===== config.mk =====
export PLATFORM = sky130hd
export DESIGN_NAME = window_motor_position_controller
export DESIGN_NICKNAME = d
export VERILOG_FILES = /design/src/rtl/wmpc_pkg.sv /design/src/rtl/wmpc_in_stage.sv /design/src/rtl/wmpc_ctrl.sv /design/src/rtl/wmpc_out_stage.sv /design/src/rtl/window_motor_position_controller.sv
export SDC_FILE = /design/constraint.sdc
export NUM_CORES = 2
export LEC_CHECK = 0
export BUFFER_PORTS_ARGS = -buffer_cell sky130_fd_sc_hd__buf_2
export CORE_UTILIZATION = 30
export CTS_CLUSTER_DIAMETER = 60
export DETAILED_ROUTE_END_ITERATION = 10
export PLACE_DENSITY = 0.4
export REMOVE_ABC_BUFFERS = 1
export SLEW_MARGIN = 40
export SYNTH_ARGS = -nofsm -noshare
export SYNTH_HDL_FRONTEND = slang
export SYNTH_SLANG_ARGS = --single-unit
export TNS_END_PERCENT = 1

===== constraint.sdc =====
create_clock -name clock -period 16.1 [get_ports clock]
set_input_delay 2.415 -clock clock [delete_from_list [all_inputs] [get_ports clock]]
set_output_delay 2.415 -clock clock [all_outputs]
set_load 0.01 [all_outputs]

===== src/rtl/wmpc_pkg.sv =====
// Shared types and constants for the window motor position controller.
// No dependencies; used by every module under rtl/.
`timescale 1ns / 1ps

package wmpc_pkg;

   localparam logic [2:0] REQ_TICK      = 3'd0;
   localparam logic [2:0] REQ_SET_TGT   = 3'd1;
   localparam logic [2:0] REQ_OPEN      = 3'd2;
   localparam logic [2:0] REQ_CLOSE     = 3'd3;
   localparam logic [2:0] REQ_CALIBRATE = 3'd4;

   localparam logic [23:0] TIMEOUT_RESET  = 24'd500000;
   localparam logic [23:0] TRAVEL_RESET   = 24'd180000;
   localparam logic [17:0] TRAVEL_Q_RESET = 18'd1800;
   localparam logic [6:0]  PCT_FULL       = 7'd100;
   localparam logic [6:0]  PCT_ZERO       = 7'd0;

   // floor(x / 100) = (x * DIV100_MAGIC) >> DIV100_SHIFT for any 24-bit x
   localparam logic [24:0] DIV100_MAGIC = 25'd21474837;
   localparam int          DIV100_SHIFT = 31;

   typedef enum logic [2:0] {
      PH_IDLE        = 3'd0,
      PH_OPEN        = 3'd1,
      PH_CLOSE       = 3'd2,
      PH_INIT_CLOSE  = 3'd3,
      PH_CAL_CLOSE   = 3'd4,
      PH_CAL_OPEN    = 3'd5,
      PH_CAL_RECLOSE = 3'd6,
      PH_ERROR       = 3'd7
   } phase_type;

   typedef enum logic [1:0] {
      DRV_RELEASE = 2'd0,
      DRV_CLOSE   = 2'd1,
      DRV_OPEN    = 2'd2
   } drive_type;

   typedef struct packed {
      logic [2:0] req_type;
      logic [6:0] target_percent;
      logic       open_switch;
      logic       close_switch;
   } wmpc_req_type;

   typedef struct packed {
      logic [1:0]  motor_drive;
      logic [6:0]  position_percent;
      logic        position_known;
      logic [2:0]  phase;
      logic        calibrating;
      logic [23:0] full_travel_ms;
   } wmpc_rsp_type;

endpackage


===== src/rtl/wmpc_in_stage.sv =====
// Input register for request transfers.
// Depends on wmpc_pkg.
`timescale 1ns / 1ps

module wmpc_in_stage (
   input  logic                  clock,
   input  logic                  reset,
   input  logic                  req_valid,
   output logic                  req_stall,
   input  wmpc_pkg::wmpc_req_type req_data,
   input  logic                  advance,
   output logic                  item_valid,
   output wmpc_pkg::wmpc_req_type item
);

   logic                   valid_ff;
   logic                   valid_in;
   wmpc_pkg::wmpc_req_type item_ff;
   logic                   load;

   assign req_stall  = valid_ff && !advance;
   assign load       = req_valid && !req_stall;
   assign valid_in   = load || (valid_ff && !advance);
   assign item_valid = valid_ff;
   assign item       = item_ff;

   always_ff @(posedge clock) begin
      if (reset) begin
         valid_ff <= 1'b0;
      end else begin
         valid_ff <= valid_in;
      end
   end

   always_ff @(posedge clock) begin
      if (load) begin
         item_ff <= req_data;
      end
   end

endmodule


===== src/rtl/wmpc_ctrl.sv =====
// Controller state and per-item decision logic, plus the timeout register.
// Depends on wmpc_pkg.
`timescale 1ns / 1ps

module wmpc_ctrl (
   input  logic                   clock,
   input  logic                   reset,
   input  logic                   csr_write,
   input  logic [23:0]            csr_data,
   input  logic                   advance,
   input  wmpc_pkg::wmpc_req_type item,
   output wmpc_pkg::wmpc_rsp_type result
);

   logic [23:0]          timeout_ff;
   logic [31:0]          time_ff, time_in;
   logic [31:0]          stop_ff, stop_in;
   logic [31:0]          calib_ff, calib_in;
   logic [23:0]          travel_ff, travel_in;
   logic [17:0]          travel_q_ff, travel_q_in;
   wmpc_pkg::phase_type  phase_ff, phase_in;
   wmpc_pkg::drive_type  drive_ff, drive_in;
   logic [6:0]           pos_ff, pos_in;
   logic                 known_ff, known_in;
   logic [6:0]           pending_ff, pending_in;

   logic        is_tick;
   logic [31:0] time_inc;
   logic [31:0] elapsed;
   logic        timed_out;
   logic [31:0] guard_stop;
   logic [6:0]  cmd_pct;
   logic [6:0]  st_pct;
   logic [6:0]  st_pos;
   logic        st_known;
   logic        st_up;
   logic        st_down;
   logic [6:0]  st_diff;
   logic [24:0] st_span;
   logic [31:0] st_base;
   logic [31:0] st_stop;
   logic        do_st;
   logic [31:0] cal_elapsed;
   logic [30:0] cal_half;
   logic [23:0] cal_travel;
   logic [48:0] cal_prod;

   assign is_tick    = (item.req_type == wmpc_pkg::REQ_TICK);
   assign time_inc   = time_ff + 32'd1;
   assign elapsed    = time_inc - stop_ff;
   assign timed_out  = !elapsed[31];
   assign guard_stop = time_ff + {8'd0, timeout_ff};

   // Set-target inputs: a command uses its own percent, the end of the first
   // close reuses the pending target from a known closed position.
   assign cmd_pct  = (item.target_percent > wmpc_pkg::PCT_FULL) ?
                     wmpc_pkg::PCT_FULL : item.target_percent;
   assign st_pct   = is_tick ? pending_ff : cmd_pct;
   assign st_pos   = is_tick ? wmpc_pkg::PCT_ZERO : pos_ff;
   assign st_known = is_tick || known_ff;
   assign st_up    = st_pct > st_pos;
   assign st_down  = st_pct < st_pos;
   assign st_diff  = st_up ? (st_pct - st_pos) : (st_pos - st_pct);
   assign st_span  = 25'(travel_q_ff) * 25'(st_diff);
   assign st_base  = is_tick ? time_inc : time_ff;
   assign st_stop  = st_base + {7'd0, st_span};

   assign cal_elapsed = time_inc - calib_ff;
   assign cal_half    = cal_elapsed[31:1];
   assign cal_travel  = (cal_half[30:24] != 7'd0) ? 24'hFFFFFF : cal_half[23:0];
   assign cal_prod    = 49'(cal_travel) * 49'(wmpc_pkg::DIV100_MAGIC);

   always_comb begin
      time_in     = time_ff;
      stop_in     = stop_ff;
      calib_in    = calib_ff;
      travel_in   = travel_ff;
      travel_q_in = travel_q_ff;
      phase_in    = phase_ff;
      drive_in    = drive_ff;
      pos_in      = pos_ff;
      known_in    = known_ff;
      pending_in  = pending_ff;
      do_st       = 1'b0;

      unique case (item.req_type)
         wmpc_pkg::REQ_TICK: begin
            time_in = time_inc;
            unique case (phase_ff)
               wmpc_pkg::PH_OPEN: begin
                  if (item.open_switch || timed_out) begin
                     phase_in = wmpc_pkg::PH_IDLE;
                     drive_in = wmpc_pkg::DRV_RELEASE;
                     pos_in   = item.open_switch ? wmpc_pkg::PCT_FULL : pending_ff;
                     known_in = 1'b1;
                  end
               end
               wmpc_pkg::PH_CLOSE: begin
                  if (item.close_switch || timed_out) begin
                     phase_in = wmpc_pkg::PH_IDLE;
                     drive_in = wmpc_pkg::DRV_RELEASE;
                     pos_in   = item.close_switch ? wmpc_pkg::PCT_ZERO : pending_ff;
                     known_in = 1'b1;
                  end
               end
               wmpc_pkg::PH_INIT_CLOSE: begin
                  if (timed_out) begin
                     drive_in = wmpc_pkg::DRV_RELEASE;
                     phase_in = wmpc_pkg::PH_ERROR;
                  end else if (item.close_switch) begin
                     pos_in   = wmpc_pkg::PCT_ZERO;
                     known_in = 1'b1;
                     phase_in = wmpc_pkg::PH_IDLE;
                     drive_in = wmpc_pkg::DRV_RELEASE;
                     do_st    = 1'b1;
                  end
               end
               wmpc_pkg::PH_CAL_CLOSE: begin
                  if (timed_out) begin
                     drive_in = wmpc_pkg::DRV_RELEASE;
                     phase_in = wmpc_pkg::PH_ERROR;
                  end else if (item.close_switch) begin
                     phase_in = wmpc_pkg::PH_CAL_OPEN;
                     if (!item.open_switch) begin
                        drive_in = wmpc_pkg::DRV_OPEN;
                     end
                  end
               end
               wmpc_pkg::PH_CAL_OPEN: begin
                  if (timed_out) begin
                     drive_in = wmpc_pkg::DRV_RELEASE;
                     phase_in = wmpc_pkg::PH_ERROR;
                  end else if (item.open_switch) begin
                     phase_in = wmpc_pkg::PH_CAL_RECLOSE;
                     if (!item.close_switch) begin
                        drive_in = wmpc_pkg::DRV_CLOSE;
                     end
                  end
               end
               wmpc_pkg::PH_CAL_RECLOSE: begin
                  if (timed_out) begin
                     drive_in = wmpc_pkg::DRV_RELEASE;
                     phase_in = wmpc_pkg::PH_ERROR;
                  end else if (item.close_switch) begin
                     travel_in   = cal_travel;
                     travel_q_in = cal_prod[wmpc_pkg::DIV100_SHIFT +: 18];
                     phase_in    = wmpc_pkg::PH_IDLE;
                     pos_in      = wmpc_pkg::PCT_ZERO;
                     known_in    = 1'b1;
                     drive_in    = wmpc_pkg::DRV_RELEASE;
                  end
               end
               default: begin
               end
            endcase
         end
         wmpc_pkg::REQ_SET_TGT: begin
            do_st = 1'b1;
         end
         wmpc_pkg::REQ_OPEN: begin
            stop_in    = guard_stop;
            phase_in   = wmpc_pkg::PH_OPEN;
            pending_in = wmpc_pkg::PCT_FULL;
            if (!item.open_switch) begin
               drive_in = wmpc_pkg::DRV_OPEN;
            end
         end
         wmpc_pkg::REQ_CLOSE: begin
            stop_in    = guard_stop;
            phase_in   = wmpc_pkg::PH_CLOSE;
            pending_in = wmpc_pkg::PCT_ZERO;
            if (!item.close_switch) begin
               drive_in = wmpc_pkg::DRV_CLOSE;
            end
         end
         wmpc_pkg::REQ_CALIBRATE: begin
            phase_in = wmpc_pkg::PH_CAL_CLOSE;
            stop_in  = guard_stop;
            calib_in = time_ff;
            if (!item.close_switch) begin
               drive_in = wmpc_pkg::DRV_CLOSE;
            end
         end
         default: begin
         end
      endcase

      if (do_st) begin
         priority if (!st_known) begin
            phase_in   = wmpc_pkg::PH_INIT_CLOSE;
            stop_in    = guard_stop;
            pending_in = st_pct;
            if (!item.close_switch) begin
               drive_in = wmpc_pkg::DRV_CLOSE;
            end
         end else if (st_up) begin
            stop_in    = st_stop;
            phase_in   = wmpc_pkg::PH_OPEN;
            pending_in = st_pct;
            if (!item.open_switch) begin
               drive_in = wmpc_pkg::DRV_OPEN;
            end
         end else if (st_down) begin
            stop_in    = st_stop;
            phase_in   = wmpc_pkg::PH_CLOSE;
            pending_in = st_pct;
            if (!item.close_switch) begin
               drive_in = wmpc_pkg::DRV_CLOSE;
            end
         end else begin
            // already at the target
         end
      end
   end

   always_comb begin
      result.motor_drive      = drive_in;
      result.position_percent = known_in ? pos_in : wmpc_pkg::PCT_ZERO;
      result.position_known   = known_in;
      result.phase            = phase_in;
      result.calibrating      = (phase_in == wmpc_pkg::PH_CAL_CLOSE) ||
                                (phase_in == wmpc_pkg::PH_CAL_OPEN) ||
                                (phase_in == wmpc_pkg::PH_CAL_RECLOSE);
      result.full_travel_ms   = travel_in;
   end

   always_ff @(posedge clock) begin
      if (reset) begin
         timeout_ff <= wmpc_pkg::TIMEOUT_RESET;
      end else if (csr_write) begin
         timeout_ff <= csr_data;
      end
   end

   always_ff @(posedge clock) begin
      if (reset) begin
         time_ff     <= '0;
         stop_ff     <= '0;
         calib_ff    <= '0;
         travel_ff   <= wmpc_pkg::TRAVEL_RESET;
         travel_q_ff <= wmpc_pkg::TRAVEL_Q_RESET;
         phase_ff    <= wmpc_pkg::PH_IDLE;
         drive_ff    <= wmpc_pkg::DRV_RELEASE;
         pos_ff      <= '0;
         known_ff    <= 1'b0;
         pending_ff  <= '0;
      end else if (advance) begin
         time_ff     <= time_in;
         stop_ff     <= stop_in;
         calib_ff    <= calib_in;
         travel_ff   <= travel_in;
         travel_q_ff <= travel_q_in;
         phase_ff    <= phase_in;
         drive_ff    <= drive_in;
         pos_ff      <= pos_in;
         known_ff    <= known_in;
         pending_ff  <= pending_in;
      end
   end

endmodule


===== src/rtl/wmpc_out_stage.sv =====
// Result register for response transfers.
// Depends on wmpc_pkg.
`timescale 1ns / 1ps

module wmpc_out_stage (
   input  logic                   clock,
   input  logic                   reset,
   input  logic                   load,
   input  wmpc_pkg::wmpc_rsp_type result,
   output logic                   can_load,
   output logic                   rsp_valid,
   input  logic                   rsp_stall,
   output wmpc_pkg::wmpc_rsp_type rsp_data
);

   logic                   valid_ff;
   logic                   valid_in;
   wmpc_pkg::wmpc_rsp_type data_ff;

   assign can_load  = !valid_ff || !rsp_stall;
   assign valid_in  = load || (valid_ff && rsp_stall);
   assign rsp_valid = valid_ff;
   assign rsp_data  = data_ff;

   always_ff @(posedge clock) begin
      if (reset) begin
         valid_ff <= 1'b0;
      end else begin
         valid_ff <= valid_in;
      end
   end

   always_ff @(posedge clock) begin
      if (load) begin
         data_ff <= result;
      end
   end

endmodule


===== src/rtl/window_motor_position_controller.sv =====
// Window motor position controller: one request (1 ms tick or command) in, one
// status result out per transfer. Throughput is one request per clock while
// rsp_stall is low. A request passes the input register, the combinational
// decision logic and the result register. While a finished result waits on
// rsp_stall, no request advances, but an empty input register still takes one.
// The timeout register is written through csr_valid/csr_data and is always ready.
// Depends on wmpc_pkg, wmpc_in_stage, wmpc_ctrl, wmpc_out_stage.
`timescale 1ns / 1ps

module window_motor_position_controller (
   input  logic                   clock,
   input  logic                   reset,
   input  logic                   req_valid,
   output logic                   req_stall,
   input  wmpc_pkg::wmpc_req_type req_data,
   output logic                   rsp_valid,
   input  logic                   rsp_stall,
   output wmpc_pkg::wmpc_rsp_type rsp_data,
   input  logic                   csr_valid,
   output logic                   csr_ready,
   input  logic [23:0]            csr_data
);

   logic                   item_valid;
   wmpc_pkg::wmpc_req_type item;
   wmpc_pkg::wmpc_rsp_type result;
   logic                   can_load;
   logic                   advance;

   assign advance   = item_valid && can_load;
   assign csr_ready = 1'b1;

   wmpc_in_stage u_in (
      .clock      (clock),
      .reset      (reset),
      .req_valid  (req_valid),
      .req_stall  (req_stall),
      .req_data   (req_data),
      .advance    (advance),
      .item_valid (item_valid),
      .item       (item)
   );

   wmpc_ctrl u_ctrl (
      .clock     (clock),
      .reset     (reset),
      .csr_write (csr_valid && csr_ready),
      .csr_data  (csr_data),
      .advance   (advance),
      .item      (item),
      .result    (result)
   );

   wmpc_out_stage u_out (
      .clock     (clock),
      .reset     (reset),
      .load      (advance),
      .result    (result),
      .can_load  (can_load),
      .rsp_valid (rsp_valid),
      .rsp_stall (rsp_stall),
      .rsp_data  (rsp_data)
   );

endmodule


==> results by group <==
Route
  • Drc violations: 0
  • DRT iter0 DRCs: 1286
  • WL/cell: 21.4 um
  • Post-DRT Antenna Nets: 0
  • Final WL: 99000 um
  • DR vias/cell: 4.96
  • Vias post-DR: 22959
  • TritonRoute pass-1 iters: 5

Die
  • Die Wd: 314 um
  • Starting Density: 0.303
  • Num rows: 114
  • CORE AREA: 96700 sq um
  • Die Footprint: 98900 sq um
  • I/O pin count: 82
  • Die height: 314 um

Finish
  • Most frequent cells in the layout: inv_1, ha_1, fa_1
  • Nets: 4073
  • Commonest non-fill, non-tap cell in the layout: inv_1
  • Final std cells w/o fill: 4631
  • Area Growth Syn to Fin: 10.5%
  • Share of cells above drive strength 1: 0.0823
  • Diode count: 0
  • Fillers: 10340

Worst setup path
  • Crit Path Class: reg -> reg
  • Slowest cell on crit path: a311oi_2
  • CP peak stage delay: 0.59 ns
  • CP required: 16.61 ns
  • WP data arrival: 13.25 ns
  • Critical Path End Type: flop
  • Max FO, Critical Path: 32
  • Setup crit start kind: flop

CTS
  • Clock slew seen by the registers of the worst setup and hold paths: 0.06 ns
  • Clock tree from TritonCTS: done
  • Cts hold-fix bufs: 0
  • H-tree Lvls: 2
  • Cts bufs inserted: 39
  • Clk sinks: 234
  • Post_cts resized: 0
  • Clk_lat worst skew: 0.59 ns
  • Post-CTS setup buffer count: 0
  • Root Buffer: clkbuf_16
  • CTS max path bufs: 3

Yosys
  • Synth Warn #: 0
  • Post-synth EDFFs: 50
  • Avg Cell Area, Syn: 8.87 sq um
  • Synth async-reset ratio: 0
  • Seq/Total Area, Yosys: 0.177
  • Mapped Cells: 3302
  • Ys flop type: dfxtp_1
  • Number of distinct library cells after synthesis: 95
  • Synthesized flop and latch total: 234
  • Mapped cell area: 29300 sq um

STA
  • RSZ-0062 raised after global routing: no
  • Slew HR: 0.436
  • Max-slew violation count: 0
  • Tcrit/Tclk final: 0.791
  • Fin. Hold Viols: 0
  • Final min period: 12.74 ns
  • Setup-failing EPs final: 0
  • Worst Max-Slew Pin Slew: 0.846 ns
  • Setup Skew: 0.0250 ns
  • Setup TNS: 0 ns
  • Maximum clock rate: 0.0785 GHz

GRT
  • Vias in the first global route: 23785
  • Pin count of the biggest net entering global routing: 65
  • First-pass GRT wire length: 150000 um
  • GRT Util Overall: 0.203
  • Initial antenna violation count: 2
  • Total gr overflow: 0

Outcome
  • Status: completed

Min path
  • Worst Hold Class: reg -> reg

Placed design
  • Port bufs: 80
  • Post-DP HPWL: 80500 um
  • Placer Congestion: 0.860
  • Cell Count Post-Placement: 4559

Run
  • Max-cap violations: 0
layout make-up:
| type | instances | area [sq um] | share of cell area |
|---|---|---|---|
| Inverter | 493 | 1850 | 0.0572 |
| Sequential cell | 234 | 5180 | 0.160 |
| Clock inverter | 31 | 315 | 0.00975 |
| Tap cell | 1276 | 1600 | 0.0493 |
| Timing Repair Buffer | 115 | 681 | 0.0210 |
| Clock buffer | 40 | 980 | 0.0303 |
| Multi-Input combinational cell | 2442 | 21700 | 0.672 |
synthesized netlist by cell type (35+ instances only):
library cell	n	area, sq um
inv_1	486	1820
ha_1	396	4950
fa_1	311	6230
nand2_1	292	1100
a21oi_1	218	1090
nor2_1	198	743
dfxtp_1	184	3680
o21ai_0	105	526
xnor2_1	92	806
clkbuf_1	91	342
xor2_1	76	666
a21o_1	70	526
edfxtp_1	50	1500
nand3_1	50	250
and2_1	49	307
nor2b_1	41	257
a211oi_1	35	263
worst max-delay path, delay by kind of cell, from the launching register on:
family | cells | cell delay [ns]
adders and majority gates | 9 | 4.14
xor gates and xnor gates | 1 | 0.27
buffers and inverters | 8 | 0.93
DFF | 1 | 0.55
AOI/OAI and AO/OA | 11 | 2.86
and+or+nand+nor | 13 | 3.89
stage by stage:
step / util / cell area [sq um] / setup slack, ns / hold WS, ns
2_1_floorplan: - / 28700 / 4.59 / 0.430
3_3_place_gp: 0.321 / 31000 / 3.14 / 0.445
3_5_place_dp: 0.321 / 31000 / 3.33 / 0.447
4_1_cts: 0.334 / 32300 / 3.26 / 0.455
5_1_grt: 0.335 / 32400 / 2.41 / 0.470
6_report: 0.335 / 32400 / 3.36 / 0.452
path summary, 6_finish.rpt:
check                           cells after the start  slack [ns]           startpoint                     end
worst max-delay path                               42        3.36    u_ctrl.time_ff[0]  u_ctrl.travel_q_ff[13]
worst min-delay path                                2        0.45  u_ctrl.calib_ff[23]     u_ctrl.calib_ff[23]
worst max register to register                     42        3.36    u_ctrl.time_ff[0]  u_ctrl.travel_q_ff[13]
worst min register to register                      2        0.45  u_ctrl.calib_ff[23]     u_ctrl.calib_ff[23]
layer usage:
| metal | vias to the layer above | routed length (um) | GRT usage |
|---|---|---|---|
| met5 | - | 0 | 0 |
| met4 | 0 | 2780 | 0.0566 |
| met3 | 108 | 3220 | 0.0211 |
| met2 | 352 | 48100 | 0.350 |
| met1 | 11323 | 44800 | 0.268 |
| li1 | 11176 | - | - |
cell families after synthesis:
kind of cell,after synthesis,share of synthesized area
AND/OR/NAND/NOR,857,0.146
adder cells (fa/ha/maj),707,0.382
AO/OA/AOI/OAI,676,0.150
buffers and inverters,626,0.0828
flip-flops,234,0.177
XOR/XNOR,169,0.0510
multiplexers,32,0.0111
other,1,0.000128
flip-flops by register name, summed over array words and instances (netlist names), 7 cells and up:
name                count
u_out.rsp_data         38
u_ctrl.timeout_ff      24
u_ctrl.calib_ff        32
u_in.item              12
u_ctrl.pending_ff       7
u_ctrl.time_ff         32
u_ctrl.travel_ff       24
u_ctrl.stop_ff         32
u_ctrl.travel_q_ff     18
u_ctrl.pos_ff           7
Power is left out: the tool's default activity adds up to more than one toggle a clock period on the data nets, which glitch-free logic cannot reach.
